[src/rtl/core/bsc_pkg.sv]
`timescale 1ns / 1ps
// ----------------------------------------------------------------------------
// bsc_pkg: shared types and constants
// Request and response payloads, opcodes, status codes and the byte-level
// helper used by the next-set-bit cursor block.
// ----------------------------------------------------------------------------
package bsc_pkg;

  // Width of a byte address taken from a 10-bit bit position
  localparam int BYTE_AW = 7;

  typedef enum logic [3:0] {
    OP_SET     = 4'd0,
    OP_TOGGLE  = 4'd1,
    OP_CLR_BIT = 4'd2,
    OP_TEST    = 4'd3,
    OP_REWIND  = 4'd4,
    OP_PEEK    = 4'd5,
    OP_TAKE    = 4'd6,
    OP_CLR_ALL = 4'd7,
    OP_EMPTY   = 4'd8
  } bsc_op_t;

  typedef enum logic [1:0] {
    ST_OK    = 2'd0,
    ST_RANGE = 2'd1,
    ST_NONE  = 2'd2
  } bsc_status_t;

  typedef struct packed {
    logic [1:0] status;
    logic       flag;
    logic [9:0] position;
  } bsc_rsp_t;

  // Store write request
  typedef struct packed {
    logic               we;
    logic [BYTE_AW-1:0] addr;
    logic [7:0]         data;
  } bsc_wr_t;

  // Byte unit result
  typedef struct packed {
    logic       hit;
    logic [2:0] pos;
    logic [7:0] new_byte;
    logic       test;
  } bsc_unit_res_t;

  localparam logic [7:0] ODD_MASK  = 8'hAA;
  localparam logic [7:0] PAIR_MASK = 8'hCC;
  localparam logic [7:0] HIGH_MASK = 8'hF0;
  localparam logic [2:0] BIT_MASK  = 3'h7;

  // Bit number of the single set bit in a one-hot byte
  function automatic logic [2:0] onehot_to_pos(logic [7:0] v);
    logic [2:0] p;
    p[0] = |(v & ODD_MASK);
    p[1] = |(v & PAIR_MASK);
    p[2] = |(v & HIGH_MASK);
    return p;
  endfunction

endpackage

[src/rtl/core/bsc_req_if.sv]
`timescale 1ns / 1ps
// ----------------------------------------------------------------------------
// bsc_req_if: request channel
// Valid/ready channel that carries an opcode and a bit position.
// ----------------------------------------------------------------------------
interface bsc_req_if;
  logic       valid;
  logic       ready;
  logic [3:0] op;
  logic [9:0] bit_index;

  modport source (output valid, output op, output bit_index, input ready);
  modport sink   (input valid, input op, input bit_index, output ready);
endinterface

[src/rtl/core/bsc_rsp_if.sv]
`timescale 1ns / 1ps
// ----------------------------------------------------------------------------
// bsc_rsp_if: response channel
// Valid/ready channel that carries status, flag and found position.
// ----------------------------------------------------------------------------
interface bsc_rsp_if;
  logic       valid;
  logic       ready;
  logic [1:0] status;
  logic       flag;
  logic [9:0] position;

  modport source (output valid, output status, output flag, output position, input ready);
  modport sink   (input valid, input status, input flag, input position, output ready);
endinterface

[src/rtl/core/bitset_with_next_set_cursor.sv]
`timescale 1ns / 1ps
// ----------------------------------------------------------------------------
// bitset_with_next_set_cursor: bitmap with next-set-bit cursor
// Membership bitmap of 8*STORE_BYTES bits with single-bit ops, test, empty
// query and a walking cursor that finds the next set bit.
//
//   channel  dir  handshake          payload
//   in_if    in   valid / ready      op[3:0], bit_index[9:0]
//   out_if   out  valid / ready      status[1:0], flag, position[9:0]
//
// One request at a time. Rewind, clear all, empty query, out-of-range
// positions and unused opcodes pass straight to the finish state; bit ops
// and test do one memory read, then one read-modify-write. Peek and take
// scan one byte per cycle through the shared byte unit, at most STORE_BYTES
// bytes per request. Reset (synchronous) clears the bitmap at once through
// valid bits. A stalled response holds in the output register; the next
// request is accepted meanwhile and finishes once the register frees up.
// ----------------------------------------------------------------------------
module bitset_with_next_set_cursor #(
  parameter int STORE_BYTES = 32
) (
  input  logic     clk,
  input  logic     rst_n,
  bsc_req_if.sink  in_if,
  bsc_rsp_if.source out_if
);

  localparam int AW = (STORE_BYTES > 1) ? $clog2(STORE_BYTES) : 1;
  localparam int TOTAL_BITS = STORE_BYTES * 8;
  localparam logic [7:0]    NBYTES   = 8'(STORE_BYTES);
  localparam logic [10:0]   NBITS    = 11'(TOTAL_BITS);
  localparam logic [9:0]    LAST_BIT = 10'(TOTAL_BITS - 1);
  localparam logic [AW-1:0] LAST_BYTE = AW'(STORE_BYTES - 1);

  typedef enum logic [3:0] {
    S_IDLE = 4'b0001,
    S_EXEC = 4'b0010,
    S_SCAN = 4'b0100,
    S_FIN  = 4'b1000
  } state_t;

  state_t            state_r, state_nxt;
  logic [3:0]        op_r, op_nxt;
  logic [9:0]        bidx_r, bidx_nxt;
  logic [9:0]        cursor_r, cursor_nxt;
  logic              at_end_r, at_end_nxt;
  logic [AW-1:0]     scan_r, scan_nxt;
  logic              first_r, first_nxt;
  bsc_pkg::bsc_rsp_t res_r, res_nxt;
  bsc_pkg::bsc_rsp_t out_r, out_nxt;
  logic              out_valid_r, out_valid_nxt;

  bsc_pkg::bsc_wr_t              wr;
  logic                          clr;
  logic [bsc_pkg::BYTE_AW-1:0]   rd_addr;
  logic [7:0]                    rd_data;
  logic                          empty;
  bsc_pkg::bsc_unit_res_t        unit;
  logic                          accept;
  logic                          out_free;
  logic [9:0]                    found;

  // byte store
  bsc_store #(.STORE_BYTES(STORE_BYTES)) u_store (
    .clk       (clk),
    .rst_n     (rst_n),
    .wr_i      (wr),
    .clr_i     (clr),
    .rd_addr_i (rd_addr),
    .rd_data_o (rd_data),
    .empty_o   (empty)
  );

  // shared byte unit
  bsc_byte_unit u_unit (
    .data_i  (rd_data),
    .first_i (first_r),
    .start_i (cursor_r[2:0]),
    .bit_i   (bidx_r[2:0]),
    .op_i    (op_r),
    .res_o   (unit)
  );

  assign in_if.ready = (state_r == S_IDLE);
  assign accept      = in_if.valid && in_if.ready;
  assign out_free    = !out_valid_r || out_if.ready;
  assign found       = {7'(scan_r), unit.pos};

  // sequencer
  always_comb begin
    state_nxt     = state_r;
    op_nxt        = op_r;
    bidx_nxt      = bidx_r;
    cursor_nxt    = cursor_r;
    at_end_nxt    = at_end_r;
    scan_nxt      = scan_r;
    first_nxt     = first_r;
    res_nxt       = res_r;
    out_nxt       = out_r;
    out_valid_nxt = out_valid_r;
    wr            = '0;
    clr           = 1'b0;
    rd_addr       = in_if.bit_index[9:3];

    if (out_valid_r && out_if.ready) out_valid_nxt = 1'b0;

    unique case (state_r)
      S_IDLE: begin
        if (in_if.op == bsc_pkg::OP_PEEK || in_if.op == bsc_pkg::OP_TAKE)
          rd_addr = cursor_r[9:3];
        if (accept) begin
          op_nxt    = in_if.op;
          bidx_nxt  = in_if.bit_index;
          res_nxt   = '0;
          state_nxt = S_FIN;
          unique case (bsc_pkg::bsc_op_t'(in_if.op))
            bsc_pkg::OP_SET, bsc_pkg::OP_TOGGLE,
            bsc_pkg::OP_CLR_BIT, bsc_pkg::OP_TEST: begin
              if ({1'b0, in_if.bit_index[9:3]} >= NBYTES) res_nxt.status = bsc_pkg::ST_RANGE;
              else state_nxt = S_EXEC;
            end
            bsc_pkg::OP_REWIND: begin
              cursor_nxt = '0;
              at_end_nxt = 1'b0;
            end
            bsc_pkg::OP_PEEK, bsc_pkg::OP_TAKE: begin
              if (at_end_r) begin
                res_nxt.status = bsc_pkg::ST_NONE;
              end else if ({1'b0, cursor_r} >= NBITS) begin
                res_nxt.status = bsc_pkg::ST_NONE;
                if (in_if.op == bsc_pkg::OP_TAKE) at_end_nxt = 1'b1;
              end else begin
                scan_nxt  = cursor_r[3+AW-1:3];
                first_nxt = 1'b1;
                state_nxt = S_SCAN;
              end
            end
            bsc_pkg::OP_CLR_ALL: begin
              clr        = 1'b1;
              cursor_nxt = '0;
              at_end_nxt = 1'b0;
            end
            bsc_pkg::OP_EMPTY: res_nxt.flag = empty;
            default: ;
          endcase
        end
      end

      // read-modify-write of one byte
      S_EXEC: begin
        wr.we   = (op_r == bsc_pkg::OP_SET) || (op_r == bsc_pkg::OP_TOGGLE) ||
                  (op_r == bsc_pkg::OP_CLR_BIT);
        wr.addr = bidx_r[9:3];
        wr.data = unit.new_byte;
        res_nxt.flag = (op_r == bsc_pkg::OP_TEST) ? unit.test : 1'b0;
        state_nxt = S_FIN;
      end

      // one byte per cycle; next address issued alongside
      S_SCAN: begin
        rd_addr   = 7'(AW'(scan_r + AW'(1)));
        first_nxt = 1'b0;
        if (unit.hit) begin
          res_nxt.position = found;
          if (op_r == bsc_pkg::OP_TAKE) begin
            if (found == LAST_BIT) begin
              cursor_nxt = '0;
              at_end_nxt = 1'b1;
            end else begin
              cursor_nxt = found + 10'd1;
            end
          end
          state_nxt = S_FIN;
        end else if (scan_r == LAST_BYTE) begin
          res_nxt.status = bsc_pkg::ST_NONE;
          if (op_r == bsc_pkg::OP_TAKE) at_end_nxt = 1'b1;
          state_nxt = S_FIN;
        end else begin
          scan_nxt = scan_r + AW'(1);
        end
      end

      // hand the result to the output register
      S_FIN: begin
        if (out_free) begin
          out_nxt       = res_r;
          out_valid_nxt = 1'b1;
          state_nxt     = S_IDLE;
        end
      end

      default: state_nxt = S_IDLE;
    endcase
  end

  // control registers
  always_ff @(posedge clk) begin
    if (!rst_n) begin
      state_r     <= S_IDLE;
      cursor_r    <= '0;
      at_end_r    <= 1'b0;
      out_valid_r <= 1'b0;
    end else begin
      state_r     <= state_nxt;
      cursor_r    <= cursor_nxt;
      at_end_r    <= at_end_nxt;
      out_valid_r <= out_valid_nxt;
    end
  end

  // payload registers
  always_ff @(posedge clk) begin
    op_r    <= op_nxt;
    bidx_r  <= bidx_nxt;
    scan_r  <= scan_nxt;
    first_r <= first_nxt;
    res_r   <= res_nxt;
    out_r   <= out_nxt;
  end

  assign out_if.valid    = out_valid_r;
  assign out_if.status   = out_r.status;
  assign out_if.flag     = out_r.flag;
  assign out_if.position = out_r.position;

  // one request at a time
  a_one_at_a_time: assert property (@(posedge clk) disable iff (!rst_n)
    accept |=> !in_if.ready)
    else $error("request accepted while busy");

  // one-hot state encoding holds
  a_state_onehot: assert property (@(posedge clk) disable iff (!rst_n)
    $onehot(state_r))
    else $error("state register not one-hot");

  // scan stays inside the store
  a_scan_range: assert property (@(posedge clk) disable iff (!rst_n)
    (state_r == S_SCAN) |-> ({1'b0, 7'(scan_r)} < NBYTES))
    else $error("scan beyond last byte");

  // an error response carries no flag and no position
  a_err_clean: assert property (@(posedge clk) disable iff (!rst_n)
    (out_valid_r && out_r.status != bsc_pkg::ST_OK) |->
      (!out_r.flag && out_r.position == '0))
    else $error("error response with data");

  // a pending result waits for a free output register
  a_fin_hold: assert property (@(posedge clk) disable iff (!rst_n)
    (state_r == S_FIN && out_valid_r && !out_if.ready) |=> (state_r == S_FIN))
    else $error("result dropped on stalled output");

endmodule

[src/rtl/core/bsc_store.sv]
`timescale 1ns / 1ps
// ----------------------------------------------------------------------------
// bsc_store: bitmap byte memory
// One write and one registered read per cycle. Per-byte valid bits give the
// all-zero reset and clear-all at once; a count of nonzero bytes
// answers the empty query.
// ----------------------------------------------------------------------------
module bsc_store #(
  parameter int STORE_BYTES = 32
) (
  input  logic                          clk,
  input  logic                          rst_n,
  input  bsc_pkg::bsc_wr_t              wr_i,
  input  logic                          clr_i,
  input  logic [bsc_pkg::BYTE_AW-1:0]   rd_addr_i,
  output logic [7:0]                    rd_data_o,
  output logic                          empty_o
);

  localparam int AW = (STORE_BYTES > 1) ? $clog2(STORE_BYTES) : 1;
  localparam int CW = $clog2(STORE_BYTES + 1);

  logic [7:0]             mem [STORE_BYTES];
  logic [7:0]             rd_data_r;
  logic                   rvld_r;
  logic [STORE_BYTES-1:0] vld_r;
  logic [STORE_BYTES-1:0] nz_r;
  logic [CW-1:0]          cnt_r, cnt_nxt;
  logic [AW-1:0]          wa, ra;
  logic                   old_nz, new_nz;

  assign wa = wr_i.addr[AW-1:0];
  assign ra = rd_addr_i[AW-1:0];

  // memory array
  always_ff @(posedge clk) begin
    if (wr_i.we) mem[wa] <= wr_i.data;
    rd_data_r <= mem[ra];
    rvld_r    <= vld_r[ra];
  end

  // never-written bytes read as zero
  assign rd_data_o = rvld_r ? rd_data_r : 8'h00;

  // nonzero byte count
  assign old_nz = vld_r[wa] & nz_r[wa];
  assign new_nz = |wr_i.data;

  always_comb begin
    cnt_nxt = cnt_r;
    if (old_nz && !new_nz) cnt_nxt = cnt_r - CW'(1);
    else if (!old_nz && new_nz) cnt_nxt = cnt_r + CW'(1);
  end

  always_ff @(posedge clk) begin
    if (!rst_n || clr_i) begin
      vld_r <= '0;
      nz_r  <= '0;
      cnt_r <= '0;
    end else if (wr_i.we) begin
      vld_r[wa] <= 1'b1;
      nz_r[wa]  <= new_nz;
      cnt_r     <= cnt_nxt;
    end
  end

  assign empty_o = (cnt_r == '0);

  // count tracks the nonzero flags
  a_cnt_match: assert property (@(posedge clk) disable iff (!rst_n)
    $countones(vld_r & nz_r) == int'(cnt_r))
    else $error("nonzero byte count out of step");

  // a nonzero flag only on a written byte
  a_nz_vld: assert property (@(posedge clk) disable iff (!rst_n)
    (nz_r & ~vld_r) == '0)
    else $error("nonzero flag on unwritten byte");

  // clear-all leaves the set empty
  a_clr_empty: assert property (@(posedge clk) disable iff (!rst_n)
    clr_i |=> empty_o)
    else $error("set not empty after clear");

endmodule

[src/rtl/core/bsc_byte_unit.sv]
`timescale 1ns / 1ps
// ----------------------------------------------------------------------------
// bsc_byte_unit: shared byte unit
// Finds the lowest set bit of a byte from an optional start bit up, and
// forms the set / toggle / clear result and the test bit for one position.
// ----------------------------------------------------------------------------
module bsc_byte_unit (
  input  logic [7:0]             data_i,
  input  logic                   first_i,
  input  logic [2:0]             start_i,
  input  logic [2:0]             bit_i,
  input  logic [3:0]             op_i,
  output bsc_pkg::bsc_unit_res_t res_o
);

  logic [7:0] keep, v, low, mask;

  // search: drop bits under the start in the first byte, isolate lowest
  always_comb begin
    keep = first_i ? (8'hFF << (start_i & bsc_pkg::BIT_MASK)) : 8'hFF;
    v    = data_i & keep;
    low  = v & (~v + 8'd1);
  end

  // single-bit update
  assign mask = 8'h01 << bit_i;

  always_comb begin
    res_o.hit  = |v;
    res_o.pos  = bsc_pkg::onehot_to_pos(low);
    res_o.test = |(data_i & mask);
    unique case (bsc_pkg::bsc_op_t'(op_i))
      bsc_pkg::OP_SET:     res_o.new_byte = data_i | mask;
      bsc_pkg::OP_TOGGLE:  res_o.new_byte = data_i ^ mask;
      bsc_pkg::OP_CLR_BIT: res_o.new_byte = data_i & ~mask;
      default:             res_o.new_byte = data_i;
    endcase
  end

endmodule
[src/flat_wrapper.sv]
// flat-port wrapper written by rule: the top's interface ports become plain ports
module bitset_with_next_set_cursor_flat 
#(
  parameter int STORE_BYTES = 32
)
  (clk, rst_n, in_if_valid, in_if_op, in_if_bit_index, in_if_ready, out_if_valid, out_if_status, out_if_flag, out_if_position, out_if_ready);
  bsc_req_if in_if_i ();
  bsc_rsp_if out_if_i ();
  input  logic clk;
  input  logic rst_n;
  input wire logic [$bits(in_if_i.valid)-1:0] in_if_valid;
  input wire logic [$bits(in_if_i.op)-1:0] in_if_op;
  input wire logic [$bits(in_if_i.bit_index)-1:0] in_if_bit_index;
  output wire logic [$bits(in_if_i.ready)-1:0] in_if_ready;
  output wire logic [$bits(out_if_i.valid)-1:0] out_if_valid;
  output wire logic [$bits(out_if_i.status)-1:0] out_if_status;
  output wire logic [$bits(out_if_i.flag)-1:0] out_if_flag;
  output wire logic [$bits(out_if_i.position)-1:0] out_if_position;
  input wire logic [$bits(out_if_i.ready)-1:0] out_if_ready;
  assign in_if_i.valid = in_if_valid;
  assign in_if_i.op = in_if_op;
  assign in_if_i.bit_index = in_if_bit_index;
  assign in_if_ready = in_if_i.ready;
  assign out_if_valid = out_if_i.valid;
  assign out_if_status = out_if_i.status;
  assign out_if_flag = out_if_i.flag;
  assign out_if_position = out_if_i.position;
  assign out_if_i.ready = out_if_ready;
  bitset_with_next_set_cursor #(.STORE_BYTES(STORE_BYTES)) u_core (.clk(clk), .rst_n(rst_n), .in_if(in_if_i), .out_if(out_if_i));
endmodule
[config.mk]
export PLATFORM = sky130hd
export DESIGN_NAME = bitset_with_next_set_cursor_flat
export DESIGN_NICKNAME = d
export VERILOG_FILES = /design/src/rtl/core/bsc_pkg.sv /design/src/rtl/core/bsc_req_if.sv /design/src/rtl/core/bsc_rsp_if.sv /design/src/rtl/core/bitset_with_next_set_cursor.sv /design/src/rtl/core/bsc_store.sv /design/src/rtl/core/bsc_byte_unit.sv /design/src/flat_wrapper.sv
export SDC_FILE = /design/constraint.sdc
export NUM_CORES = 1
export LEC_CHECK = 0
export BUFFER_PORTS_ARGS = -buffer_cell sky130_fd_sc_hd__buf_2
export CAP_MARGIN = 30
export CORE_MARGIN = 1.5
export CORE_UTILIZATION = 45
export CTS_CLUSTER_SIZE = 20
export DETAILED_ROUTE_END_ITERATION = 10
export SKIP_CTS_REPAIR_TIMING = 1
export SLEW_MARGIN = 5
export SYNTH_ARGS = -nofsm -noshare
export SYNTH_HDL_FRONTEND = slang
export SYNTH_HIERARCHICAL = 1
export SYNTH_SLANG_ARGS = --single-unit
[constraint.sdc]
create_clock -name clk -period 6.92 [get_ports clk]
set_input_delay 1.038 -clock clk [delete_from_list [all_inputs] [get_ports clk]]
set_output_delay 1.038 -clock clk [all_outputs]
set_load 0.005 [all_outputs]
==> results.sh <==
export IMPL_outcome="complete, no violations"
export IMPL_die_w_um=197
export IMPL_reg2reg_from="u_core/bidx_r[2]"
export IMPL_rsz0062_at_grt="no"
export IMPL_drv_slew=0
export IMPL_setup_violations=0
export IMPL_area_growth_pct=13.2
export IMPL_design_die_area_um2=38600
export IMPL_p_total_mw=4.85
export IMPL_cap_violations=0
export IMPL_clock_latency_ns=0.54
export IMPL_period_share_pct=73.7
export IMPL_grt_pass1_vias=9640
export IMPL_place_congestion=0.850
export IMPL_clk_pin_slew_ns=0.06
export IMPL_cts_made_buffers=40
export IMPL_slew_headroom_pct=33.2
export IMPL_first_pass_iters=7
export IMPL_crit_path_start="u_core/bidx_r[2]"
export IMPL_grt_start_max_net_pins=71
export IMPL_drt_iter0_markers=682
export IMPL_antenna_found_initial=0
export IMPL_worstHoldPathType="flop to flop"
export IMPL_cp_start_kind="flop"
export IMPL_drive_gt1_share_pct=18.1
export IMPL_routed_via_density=5.71
export IMPL_cts_buffer_depth=3
export IMPL_design_area_um2=19100
export IMPL_cts_sinks=389
export IMPL_cp_common_cell="ha_1"
export IMPL_powerDensity_nw_per_um2=254
export IMPL_grt_pass1_wl_mm=58.0
export IMPL_hpwl_mm=24.7
export IMPL_fin_setup_tns_ns=0
export IMPL_end_kind="flop"
export IMPL_crit_required_ns=7.30
export IMPL_hp_start="u_core/res_r[0]"
export IMPL_tightestPinTransition_ns=0.999
export IMPL_r2r_slack_ns=1.82
export IMPL_cts_tree="built"
export IMPL_crit_buf_inv=2
export IMPL_syn_area_um2=16900
export IMPL_critical_path_max_stage_delay_ns=0.55
export IMPL_peakVddDrop_uv=160
export IMPL_grt_total_usage_pct=19.8
export IMPL_die_h_um=197
export IMPL_min_period_ns=5.10
export IMPL_crit_chain="or3_1 > ha_1 > o22ai_1 > nand2_1 > a32o_1 > and2_1 > buf_4 > or4_1 > nor2_2 > buf_4 > ha_1 > ha_1 > nor4bb_1 > a221o_1 > a211oi_1 > xor2_1 > nor2_1"
export IMPL_std_cell_rows=70
export IMPL_yosys_warnings=6
export IMPL_cts_root_buf="clkbuf_16"
export IMPL_synthCells=1140
export IMPL_fmax_mhz=196
export IMPL_vias=9727
export IMPL_cp_top_family="simple AND/OR/NAND/NOR gates"
export IMPL_fillers=3008
export IMPL_finalClockSkew_ns=0.0223
export IMPL_ant_nets=0
export IMPL_io_buffers=30
export IMPL_worst_path_max_delay_cell="or4_1"
export IMPL_finalHoldViolations=0
export IMPL_dpl_instance_area_um2=17800
export IMPL_routed_wl_mm=37.2
export IMPL_crit_path_max_fanout=33
export IMPL_io_pins=33
export IMPL_syn_avg_cell_area_um2=14.8
export IMPL_worstSetupPathType="flop to flop"
export IMPL_start_util_pct=45.9
export IMPL_p_leak_nw=5.75
export IMPL_drt_wirelength_per_cell_um=21.9
export IMPL_h_tree_depth=2
export IMPL_globalRouteOverflowTotal=0
export IMPL_core_area_um2=36700
export IMPL_route_detailed_drc=0
export IMPL_arrival_ns=5.48
export IMPL_num_nets_final=1254
final cells by class:
| cell class | instances | area, um2 | area share (%) |
|---|---|---|---|
| multi-input cells | 661 | 5730 | 30.0 |
| inverters | 31 | 116 | 0.610 |
| flip-flops and latches | 389 | 10800 | 56.4 |
| diodes | 1 | 2.50 | 0.0131 |
| repair buffers | 80 | 607 | 3.18 |
| clock buffers | 59 | 1100 | 5.78 |
| clock inverters | 14 | 183 | 0.958 |
| well taps | 468 | 586 | 3.07 |
power by group:
| part | internal [mW] | leakage (nW) | switching, mW |
|---|---|---|---|
| combinational | 0.0814 | 2.22 | 0.129 |
| sequential | 2.50 | 2.92 | 0.0164 |
| clock | 1.26 | 0.616 | 0.863 |
| total | 3.84 | 5.75 | 1.01 |
per-layer routing:
metal,GRT usage [%],wire [um],up-vias,part of all wire (%)
met5,0,0,-,0
met4,7.81,1300,0,3.5
met1,28.1,17000,4860,46
met2,31.1,17100,275,46
li1,-,-,4529,-
met3,2.89,1760,63,4.7
state kept, by name, indices dropped and copies added, names as in the netlist:
| name | count |
|---|---|
| u_core/at_end_r | 1 |
| u_core/bidx_r | 8 |
| u_core/cursor_r | 8 |
| u_core/first_r | 1 |
| u_core/op_r | 4 |
| u_core/out_if.flag | 1 |
| u_core/out_if.position | 8 |
| u_core/out_if.status | 2 |
| u_core/out_if.valid | 1 |
| u_core/res_r | 11 |
| u_core/scan_r | 5 |
| u_core/state_r | 4 |
| u_core/u_store/cnt_r | 6 |
| u_core/u_store/mem | 256 |
| u_core/u_store/nz_r | 32 |
| u_core/u_store/rd_data_r | 8 |
| u_core/u_store/rvld_r | 1 |
| u_core/u_store/vld_r | 32 |
per-stage QoR:
step                instances  util [%]  worst slack (ns)  hold slack [ns]
detailed placement       1627      48.4              1.87            0.410
floorplan                1141         -              2.18            0.400
global route             1702      52.0              1.55            0.433
finish                   1703      52.0              1.82            0.420
global placement         1595      47.6              1.95            0.407
CTS                      1700      51.9              1.85            0.423
layout by cell type (no fill, tap or decap), types with 5 or more instances in the layout:
cell type / count
nor4bb_1: 6
a21o_1: 9
or3b_2: 5
and3_1: 5
a21oi_1: 19
dfxtp_1: 93
ha_1: 32
o21ai_0: 14
mux4_1: 15
nor4_1: 12
edfxtp_1: 296
nand3b_1: 9
nor3_1: 5
o22ai_1: 25
nand4_1: 5
buf_6: 13
mux4_2: 66
clkbuf_16: 40
and2_1: 31
inv_1: 30
clkbuf_1: 16
nor2b_1: 10
buf_4: 35
a211oi_1: 36
a22oi_1: 9
nand2b_1: 7
nand3_1: 15
xnor2_1: 11
nand2_1: 34
o21a_1: 11
nor2_1: 152
mux2i_1: 59
buf_2: 30
worst paths after layout:
path / endpoint / cells past startpoint
max: u_core/u_store/cnt_r[5] / 17
min: u_core/out_if.position[0] / 0
max reg2reg: u_core/u_store/cnt_r[5] / 17
min reg2reg: u_core/out_if.position[0] / 0
(Power assumes the default switching activity.)
